<file path="src/rtl/mpsp_pkg.sv">
`default_nettype none

package mpsp_pkg;

    localparam logic [7:0] MARK_FRAME = 8'h34;
    localparam logic [7:0] MARK_ROW   = 8'h33;
    localparam logic [7:0] MARK_RED   = 8'h32;
    localparam logic [7:0] MARK_GREEN = 8'h31;
    localparam logic [7:0] MARK_BLUE  = 8'h30;
    localparam logic [7:0] BYTE_LF    = 8'd10;
    localparam logic [7:0] BYTE_CR    = 8'd13;
    localparam logic [7:0] LEVEL_BASE = 8'h3A;

    localparam logic [0:0] REG_START_COLUMN = 1'b0;
    localparam logic [0:0] REG_START_ROW    = 1'b1;

    localparam logic [9:0] START_RESET = 10'd400;

    // ceil(2^21 / 31); exact for dividends below 72000.
    localparam logic [16:0] RECIP_31 = 17'd67651;

    typedef struct packed {
        logic [9:0] start_column;
        logic [9:0] start_row;
    } t_cfg;

    typedef struct packed {
        logic [9:0] pixel_column;
        logic [9:0] pixel_row;
        logic [7:0] red;
        logic [7:0] green;
        logic [7:0] blue;
    } t_pixel;

    // (b - 58) * 255 / 31, truncated, clamped to 0..255.
    function automatic logic [7:0] scale_level(input logic [7:0] b);
        logic [7:0]  d;
        logic [12:0] x;
        logic [29:0] p;
        d = b - LEVEL_BASE;
        x = {d[4:0], 8'b0} - {8'b0, d[4:0]};
        p = {17'b0, x} * {13'b0, RECIP_31};
        if (b <= LEVEL_BASE) begin
            scale_level = 8'd0;
        end else if (d > 8'd31) begin
            scale_level = 8'd255;
        end else begin
            scale_level = p[28:21];
        end
    endfunction

endpackage

`default_nettype wire

</file>
<file path="src/rtl/mpsp_if.sv">
`default_nettype none

interface mpsp_byte_if;
    logic       valid;
    logic       ready;
    logic [7:0] rx_byte;
    modport source (output valid, output rx_byte, input ready);
    modport sink   (input valid, input rx_byte, output ready);
endinterface

interface mpsp_pixel_if;
    logic       valid;
    logic       ready;
    logic [9:0] pixel_column;
    logic [9:0] pixel_row;
    logic [7:0] red;
    logic [7:0] green;
    logic [7:0] blue;
    modport source (output valid, output pixel_column, output pixel_row,
                    output red, output green, output blue, input ready);
    modport sink   (input valid, input pixel_column, input pixel_row,
                    input red, input green, input blue, output ready);
endinterface

interface mpsp_cfg_if;
    logic       valid;
    logic       ready;
    logic [0:0] index;
    logic [9:0] data;
    modport source (output valid, output index, output data, input ready);
    modport sink   (input valid, input index, input data, output ready);
endinterface

`default_nettype wire

</file>
<file path="src/rtl/mpsp_cfg.sv">
`default_nettype none

module mpsp_cfg (
    input  wire logic          i_clk,
    input  wire logic          i_rst_n,
    input  wire logic          i_wr,
    input  wire logic [0:0]    i_index,
    input  wire logic [9:0]    i_data,
    output mpsp_pkg::t_cfg     o_cfg
);
    import mpsp_pkg::*;

    t_cfg r_cfg;

    always_ff @(posedge i_clk) begin
        if (!i_rst_n) begin
            r_cfg.start_column <= START_RESET;
            r_cfg.start_row    <= START_RESET;
        end else if (i_wr) begin
            case (i_index)
                REG_START_COLUMN: r_cfg.start_column <= i_data;
                REG_START_ROW:    r_cfg.start_row    <= i_data;
                default:          r_cfg              <= r_cfg;
            endcase
        end
    end

    assign o_cfg = r_cfg;

endmodule

`default_nettype wire

</file>
<file path="src/rtl/mpsp_core.sv">
`default_nettype none

module mpsp_core (
    input  wire logic          i_clk,
    input  wire logic          i_rst_n,
    input  wire logic          i_fire,
    input  wire logic [7:0]    i_byte,
    input  wire mpsp_pkg::t_cfg i_cfg,
    output logic               o_emit,
    output mpsp_pkg::t_pixel   o_pixel
);
    import mpsp_pkg::*;

    localparam logic [2:0] MODE_IDLE  = 3'd0;
    localparam logic [2:0] MODE_FRAME = 3'd1;
    localparam logic [2:0] MODE_RED   = 3'd2;
    localparam logic [2:0] MODE_GREEN = 3'd3;
    localparam logic [2:0] MODE_BLUE  = 3'd4;

    logic [2:0] r_mode, n_mode;
    logic [9:0] r_col, n_col;
    logic [9:0] r_row, n_row;
    logic [7:0] r_red, n_red;
    logic [7:0] r_green, n_green;
    logic [7:0] r_blue, n_blue;
    logic [7:0] level;
    logic       skip;
    logic       emit;

    assign level = scale_level(i_byte);
    assign skip  = (i_byte == BYTE_LF) || (i_byte == BYTE_CR);

    always_comb begin
        n_mode  = r_mode;
        n_col   = r_col;
        n_row   = r_row;
        n_red   = r_red;
        n_green = r_green;
        n_blue  = r_blue;
        emit    = 1'b0;
        if (r_mode == MODE_IDLE) begin
            if (i_byte == MARK_FRAME) begin
                n_col  = i_cfg.start_column;
                n_row  = i_cfg.start_row;
                n_mode = MODE_FRAME;
            end
        end else if (!skip) begin
            case (r_mode)
                MODE_RED: begin
                    n_red  = level;
                    n_mode = MODE_FRAME;
                end
                MODE_GREEN: begin
                    n_green = level;
                    n_mode  = MODE_FRAME;
                end
                MODE_BLUE: begin
                    n_blue = level;
                    n_mode = MODE_FRAME;
                    emit   = 1'b1;
                end
                default: begin
                    case (i_byte)
                        MARK_FRAME: n_mode = MODE_IDLE;
                        MARK_ROW: begin
                            n_col = i_cfg.start_column;
                            if (r_row == 10'd0) begin
                                n_mode = MODE_IDLE;
                            end else begin
                                n_row = r_row - 10'd1;
                            end
                        end
                        MARK_RED:   n_mode = MODE_RED;
                        MARK_GREEN: n_mode = MODE_GREEN;
                        MARK_BLUE:  n_mode = MODE_BLUE;
                        default: begin
                            n_red   = level;
                            n_green = level;
                            n_blue  = level;
                            emit    = 1'b1;
                        end
                    endcase
                end
            endcase
        end
        // A pixel at column zero closes the frame; the pixel still goes out.
        if (emit) begin
            if (r_col == 10'd0) begin
                n_mode = MODE_IDLE;
            end else begin
                n_col = r_col - 10'd1;
            end
        end
    end

    always_ff @(posedge i_clk) begin
        if (!i_rst_n) begin
            r_mode  <= MODE_IDLE;
            r_col   <= 10'd0;
            r_row   <= 10'd0;
            r_red   <= 8'd0;
            r_green <= 8'd0;
            r_blue  <= 8'd0;
        end else if (i_fire) begin
            r_mode  <= n_mode;
            r_col   <= n_col;
            r_row   <= n_row;
            r_red   <= n_red;
            r_green <= n_green;
            r_blue  <= n_blue;
        end
    end

    assign o_emit               = emit;
    assign o_pixel.pixel_column = r_col;
    assign o_pixel.pixel_row    = r_row;
    assign o_pixel.red          = n_red;
    assign o_pixel.green        = n_green;
    assign o_pixel.blue         = n_blue;

endmodule

`default_nettype wire

</file>
<file path="src/rtl/marked_pixel_stream_parser.sv">
// Marked pixel stream parser.
//
// i_rx carries one received byte per beat; o_px carries one rebuilt pixel
// (column, row, red, green, blue) per beat; i_cfg writes start_column
// (index 0) and start_row (index 1) and is always ready.
//
// A byte is captured in an input register and decoded by the parse state
// machine once the output can take any pixel it makes; that pixel lands
// in the output register at the end of the cycle in which the byte is
// decoded, and o_px valid is driven from that register.
// One byte is taken every cycle while no pixel-making byte waits on a
// stalled o_px; the parse state is updated as each byte is decoded.
//
// Reset clears the parser to idle (waiting for a frame marker), the counters
// and levels to zero, and both start registers to 400.
// When o_px is stalled with a pixel waiting, bytes that make no pixel still
// drain; a byte that makes a pixel holds in the input register and i_rx
// ready drops until the pending pixel is taken.
`default_nettype none

module marked_pixel_stream_parser (
    input  wire logic     i_clk,
    input  wire logic     i_rst_n,
    mpsp_byte_if.sink     i_rx,
    mpsp_pixel_if.source  o_px,
    mpsp_cfg_if.sink      i_cfg
);
    import mpsp_pkg::*;

    t_cfg       cfg;
    t_pixel     pixel;
    logic       emit;
    logic       adv;
    logic       r_in_valid;
    logic [7:0] r_in_byte;
    logic       r_out_valid;
    t_pixel     r_out;

    mpsp_cfg u_cfg (
        .i_clk   (i_clk),
        .i_rst_n (i_rst_n),
        .i_wr    (i_cfg.valid),
        .i_index (i_cfg.index),
        .i_data  (i_cfg.data),
        .o_cfg   (cfg)
    );

    mpsp_core u_core (
        .i_clk   (i_clk),
        .i_rst_n (i_rst_n),
        .i_fire  (adv),
        .i_byte  (r_in_byte),
        .i_cfg   (cfg),
        .o_emit  (emit),
        .o_pixel (pixel)
    );

    assign i_cfg.ready = 1'b1;

    assign adv        = r_in_valid && (!emit || !r_out_valid || o_px.ready);
    assign i_rx.ready = !r_in_valid || adv;

    always_ff @(posedge i_clk) begin
        if (!i_rst_n) begin
            r_in_valid <= 1'b0;
        end else if (i_rx.valid && i_rx.ready) begin
            r_in_valid <= 1'b1;
        end else if (adv) begin
            r_in_valid <= 1'b0;
        end
    end

    always_ff @(posedge i_clk) begin
        if (i_rx.valid && i_rx.ready) begin
            r_in_byte <= i_rx.rx_byte;
        end
    end

    always_ff @(posedge i_clk) begin
        if (!i_rst_n) begin
            r_out_valid <= 1'b0;
        end else if (adv && emit) begin
            r_out_valid <= 1'b1;
        end else if (o_px.ready) begin
            r_out_valid <= 1'b0;
        end
    end

    always_ff @(posedge i_clk) begin
        if (adv && emit) begin
            r_out <= pixel;
        end
    end

    assign o_px.valid        = r_out_valid;
    assign o_px.pixel_column = r_out.pixel_column;
    assign o_px.pixel_row    = r_out.pixel_row;
    assign o_px.red          = r_out.red;
    assign o_px.green        = r_out.green;
    assign o_px.blue         = r_out.blue;

    // A held byte must not change under the parser.
    a_in_hold: assert property (@(posedge i_clk) disable iff (!i_rst_n)
        (r_in_valid && !adv) |=> (r_in_valid && $stable(r_in_byte)))
        else $error("held input byte changed");

    // A pixel-making byte never advances over an untaken pixel.
    a_no_overrun: assert property (@(posedge i_clk) disable iff (!i_rst_n)
        (r_in_valid && emit && r_out_valid && !o_px.ready) |-> !adv)
        else $error("pixel overwritten in output register");

    // A new pixel only appears after a byte was parsed.
    a_out_source: assert property (@(posedge i_clk) disable iff (!i_rst_n)
        $rose(r_out_valid) |-> $past(r_in_valid))
        else $error("pixel appeared without a parsed byte");

endmodule

`default_nettype wire

</file>
<file path="src/flat_wrapper.sv">
// flat-port wrapper written by rule: the top's interface ports become plain ports
module marked_pixel_stream_parser_flat import mpsp_pkg::*;
  (i_clk, i_rst_n, i_rx_valid, i_rx_rx_byte, i_rx_ready, o_px_valid, o_px_pixel_column, o_px_pixel_row, o_px_red, o_px_green, o_px_blue, o_px_ready, i_cfg_valid, i_cfg_index, i_cfg_data, i_cfg_ready);
  mpsp_byte_if i_rx_i ();
  mpsp_pixel_if o_px_i ();
  mpsp_cfg_if i_cfg_i ();
  input  wire logic i_clk;
  input  wire logic i_rst_n;
  input wire logic [$bits(i_rx_i.valid)-1:0] i_rx_valid;
  input wire logic [$bits(i_rx_i.rx_byte)-1:0] i_rx_rx_byte;
  output wire logic [$bits(i_rx_i.ready)-1:0] i_rx_ready;
  output wire logic [$bits(o_px_i.valid)-1:0] o_px_valid;
  output wire logic [$bits(o_px_i.pixel_column)-1:0] o_px_pixel_column;
  output wire logic [$bits(o_px_i.pixel_row)-1:0] o_px_pixel_row;
  output wire logic [$bits(o_px_i.red)-1:0] o_px_red;
  output wire logic [$bits(o_px_i.green)-1:0] o_px_green;
  output wire logic [$bits(o_px_i.blue)-1:0] o_px_blue;
  input wire logic [$bits(o_px_i.ready)-1:0] o_px_ready;
  input wire logic [$bits(i_cfg_i.valid)-1:0] i_cfg_valid;
  input wire logic [$bits(i_cfg_i.index)-1:0] i_cfg_index;
  input wire logic [$bits(i_cfg_i.data)-1:0] i_cfg_data;
  output wire logic [$bits(i_cfg_i.ready)-1:0] i_cfg_ready;
  assign i_rx_i.valid = i_rx_valid;
  assign i_rx_i.rx_byte = i_rx_rx_byte;
  assign i_rx_ready = i_rx_i.ready;
  assign o_px_valid = o_px_i.valid;
  assign o_px_pixel_column = o_px_i.pixel_column;
  assign o_px_pixel_row = o_px_i.pixel_row;
  assign o_px_red = o_px_i.red;
  assign o_px_green = o_px_i.green;
  assign o_px_blue = o_px_i.blue;
  assign o_px_i.ready = o_px_ready;
  assign i_cfg_i.valid = i_cfg_valid;
  assign i_cfg_i.index = i_cfg_index;
  assign i_cfg_i.data = i_cfg_data;
  assign i_cfg_ready = i_cfg_i.ready;
  marked_pixel_stream_parser u_core (.i_clk(i_clk), .i_rst_n(i_rst_n), .i_rx(i_rx_i), .o_px(o_px_i), .i_cfg(i_cfg_i));
endmodule
</file>
<file path="config.mk">
export PLATFORM = sky130hd
export DESIGN_NAME = marked_pixel_stream_parser_flat
export DESIGN_NICKNAME = d
export VERILOG_FILES = /design/src/rtl/mpsp_pkg.sv /design/src/rtl/mpsp_if.sv /design/src/rtl/mpsp_cfg.sv /design/src/rtl/mpsp_core.sv /design/src/rtl/marked_pixel_stream_parser.sv /design/src/flat_wrapper.sv
export SDC_FILE = /design/constraint.sdc
export NUM_CORES = 1
export LEC_CHECK = 0
export BUFFER_PORTS_ARGS = -buffer_cell sky130_fd_sc_hd__buf_2
export CORE_ASPECT_RATIO = 0.5
export CORE_UTILIZATION = 55
export CTS_CLUSTER_SIZE = 30
export DETAILED_ROUTE_END_ITERATION = 8
export MAX_ROUTING_LAYER = met4
export PLACE_DENSITY = 0.76
export SLEW_MARGIN = 30
export SYNTH_ARGS = -nofsm -noshare
export SYNTH_HDL_FRONTEND = slang
export SYNTH_SLANG_ARGS = --single-unit
</file>
<file path="constraint.sdc">
create_clock -name i_clk -period 5.68 [get_ports i_clk]
set_input_delay 0.284 -clock i_clk [delete_from_list [all_inputs] [get_ports i_clk]]
set_output_delay 0.284 -clock i_clk [all_outputs]
set_load 0.01 [all_outputs]
</file>
==> results.py <==
metrics = {
    "floorplanning": {
        "die_h_um": 86.9,
        "die_area_sq_um": 14900,
        "io_pins": 71,
        "coreArea_sq_um": 13800,
        "num_rows": 30,
        "initial_core_util_pct": 57.4,
        "die_x_um": 172,
    },
    "power": {
        "power_leakage_uw": 0.00418,
        "fin_total_pwr_uw": 3690,
        "ir_drop_v": 0.000246,
        "power_density_nw_per_um2": 396,
    },
    "cells_and_area": {
        "finish.utilization_pct": 67.4,
        "insertedDiodeCount": 0,
        "final_common_cell": "nand2_1",
        "drive_above_1_share_pct": 17.4,
        "final_nets": 1077,
        "syn2layout_area_growth_pct": 17.5,
        "multi_input_comb_area_sq_um": 4760,
        "final_cell_mix": "nand2_1, ha_1, dfxtp_1",
        "final_cells": 1153,
        "design_area_sq_um": 9310,
        "fillers": 1110,
        "seq_area_sq_um": 2940,
    },
    "worst_setup_path": {
        "rrSetupSlack_ns": 0.15,
        "rr_worst_depth": 23,
        "crit_type": "reg2reg",
        "cp.depth": 23,
        "cpLargestDelayFamily": "adder cells",
        "worst-path-buf-inv": 7,
        "path_cells": "inv_2 -> ha_2 -> xor2_2 -> nand3_1 -> mux2_2 -> ha_1 -> inv_1 -> ha_1 -> ha_1 -> inv_1 -> fa_1 -> inv_1 -> fa_1 -> ha_4 -> buf_4 -> and3_1 -> a2111oi_2 -> buf_4 -> o21ai_0 -> o21ai_1 -> buf_4 -> or3_1 -> nand3_1",
        "critPathRequiredTime_ns": 5.83,
        "end_kind": "register",
        "arrival_ns": 5.67,
        "crit_fanout": 6,
        "critPathSlowestCell": "fa_1",
        "cpPeakStageDelay_ns": 0.52,
        "cp-start-kind": "register",
    },
    "timing": {
        "max_freq_ghz": 0.181,
        "setup_violations": 0,
        "fin_skew_ns": 0.00535,
        "drv_slew": 0,
        "hold_violations": 0,
        "maxSlewHeadroom_pct": 43.3,
        "worstMarginPinSlew_ns": 0.851,
        "fin_setup_tns_ns": 0,
        "fin_crit_ns": 5.53,
        "post-route-period-util_pct": 97.3,
    },
    "global_route": {
        "grt_first_pass_wirelength_um": 32400,
        "grt_usage_pct": 28.8,
        "grt_pass1_vias": 6777,
        "antenna_found_initial": 0,
        "grt_max_degree": 61,
        "grt_overflow": 0,
    },
    "routing": {
        "post-route-drc-count": 0,
        "ant_nets": 0,
        "drt-wirelength-per-cell_um": 17.4,
        "first_pass_iters": 6,
        "initialDrtViolationCount": 574,
        "vias": 6881,
        "routed_wl_um": 20000,
        "viasPerCell": 5.97,
    },
    "placed_design": {
        "port_buffers": 69,
        "placedCellCount": 1114,
        "place_area_sq_um": 8580,
        "post-dp-hpwl_um": 14400,
        "gp_congestion": 0.940,
    },
    "clock_network": {
        "worstSkewPairLatency_ns": 0.41,
        "clk_path_buf_depth": 2,
        "ctsHtreeMaxLevel": 4,
        "clock_sinks": 121,
        "cts.clk_slew.worst_paths_ns": 0.05,
        "tritoncts": "yes",
        "holdBufCountCts": 0,
        "cts_buffers": 17,
        "cts.root.buffer_cell": "clkbuf_16",
    },
    "logic_synthesis": {
        "synth.area.top_cells": "edfxtp_1, dfxtp_1, ha_1, nand2_1, o21ai_0",
        "syn_area_per_cell_sq_um": 9.22,
        "syn_area_sq_um": 7930,
        "async_flop_share_pct": 0,
        "yosys_warnings": 0,
        "syn_inst": 860,
        "synth_area_leader_cell": "edfxtp_1",
        "synthFlopType": "dfxtp_1",
        "synth_top_cell_area_share_pct": 19.7,
        "synthDistinctLibCells": 76,
        "synth_fp_nets": 989,
        "synth_seq_cells": 121,
        "synth-edff-count": 52,
        "synth_sequential_area_ratio_pct": 37.1,
    },
    "run": {
        "cap_violations": 0,
    },
    "hold_path": {
        "hold_path_depth": 1,
        "min_path_type": "in2reg",
    },
    "outcome": {
        "status": "complete, no violations",
    },
}
==> cells by family after synthesis <==
logic type,share of synthesized area [%]
and+or+nand+nor,17.4
AOI/OAI and AO/OA,21.2
DFF,37.1
adders and majority gates,17.8
buffers and inverters,4.23
xor gates and xnor gates,1.44
muxes,0.773
other,0.0473
==> worst register-to-register path, delay by kind of cell, from the launching register on <==
family | cells | cell delay (ns)
fa+ha+maj | 7 | 2.27
buf+inv | 7 | 0.78
compound gates | 3 | 0.75
simple gates | 4 | 0.50
flops | 1 | 0.45
mux | 1 | 0.30
xor+xnor | 1 | 0.20
==> power by group <==
| group | switching, uW | internal [uW] | total [uW] |
|---|---|---|---|
| clock network | 370 | 708 | 1080 |
| logic | 998 | 689 | 1690 |
| registers | 10.7 | 915 | 926 |
| total | 1380 | 2310 | 3690 |
==> registers in the layout, indices dropped and copies added (netlist names), 3 cells and up <==
register,flops
u_core.o_px.pixel_row,10
u_core.o_px.pixel_column,10
u_core.o_px.blue,8
u_core.o_px.green,8
u_core.u_core.r_row,10
u_core.u_core.r_mode,3
u_core.u_cfg.o_cfg,20
u_core.o_px.red,8
u_core.u_core.r_green,8
u_core.u_core.r_col,10
u_core.u_core.r_blue,8
u_core.r_in_byte,8
u_core.u_core.r_red,8
==> layer usage <==
layer | GRT usage [%] | routed length [um] | up-vias
met5 | - | 0 | -
met1 | 35.4 | 8900 | 3258
li1 | - | - | 3316
met3 | 4.77 | 1210 | 45
met4 | 10.5 | 376 | 0
met2 | 48.2 | 9560 | 262
==> repair_timing <==
action                     CTS  global route
setup endpoints to repair    3            48
buffers inserted             0             6
gates cloned                 0             1
pin swaps                    0            10
gates resized for setup      1            20
==> cell usage after synthesis, types with 3 or more instances <==
| master | count |
|---|---|
| o211a_1 | 5 |
| edfxtp_1 | 52 |
| o22ai_1 | 7 |
| ha_1 | 92 |
| dfxtp_1 | 69 |
| nand3_1 | 23 |
| o2111ai_1 | 5 |
| xnor2_1 | 4 |
| o211ai_1 | 8 |
| or3_1 | 9 |
| nand4_1 | 6 |
| nor3_1 | 20 |
| a31oi_1 | 7 |
| o31ai_1 | 11 |
| o21ai_0 | 53 |
| buf_2 | 4 |
| mux2i_1 | 5 |
| o21a_1 | 13 |
| nor2_1 | 53 |
| nor4_1 | 4 |
| nand4b_1 | 3 |
| a22o_1 | 16 |
| a21boi_1 | 3 |
| or2_2 | 5 |
| nand2_1 | 119 |
| or2_1 | 3 |
| xor2_1 | 9 |
| nand3b_1 | 3 |
| clkbuf_1 | 25 |
| a211oi_1 | 7 |
| a21o_1 | 8 |
| o41ai_1 | 4 |
| o21ai_1 | 5 |
| fa_1 | 13 |
| and3_1 | 5 |
| and2_1 | 5 |
| nor2b_1 | 11 |
| o21bai_1 | 4 |
| a21boi_0 | 21 |
| a21oi_1 | 40 |
| inv_1 | 49 |
| nand2b_1 | 7 |
| and4_1 | 4 |
| a211o_1 | 5 |
==> per-stage QoR <==
stage          worst slack (ns)  hold slack [ns]
2_1_floorplan            0.0567            0.383
3_3_place_gp            0.00239            0.436
3_5_place_dp            -0.0111            0.442
4_1_cts                  0.0159           0.0377
5_1_grt                 -0.0588           0.0332
6_report                  0.153           0.0441
==> path summary, 6_finish.rpt <==
| kind | startpoint | endpoint |
|---|---|---|
| max | u_core.r_in_byte[2] | u_core.o_px.red[4] |
| min | i_rx_rx_byte[0] | u_core.r_in_byte[0] |
| max reg2reg | u_core.r_in_byte[2] | u_core.o_px.red[4] |
| min reg2reg | u_core.u_core.r_row[6] | u_core.o_px.pixel_row[6] |
==> cell type report <==
class	count	area share [%]
inverters	49	1.97
repair buffers	102	6.43
flip-flops and latches	121	31.6
multi-input cells	657	51.1
clock buffers	23	5.02
well taps	192	2.58
clock inverters	9	1.30
Note: power is estimated with default switching activity, not from simulation.
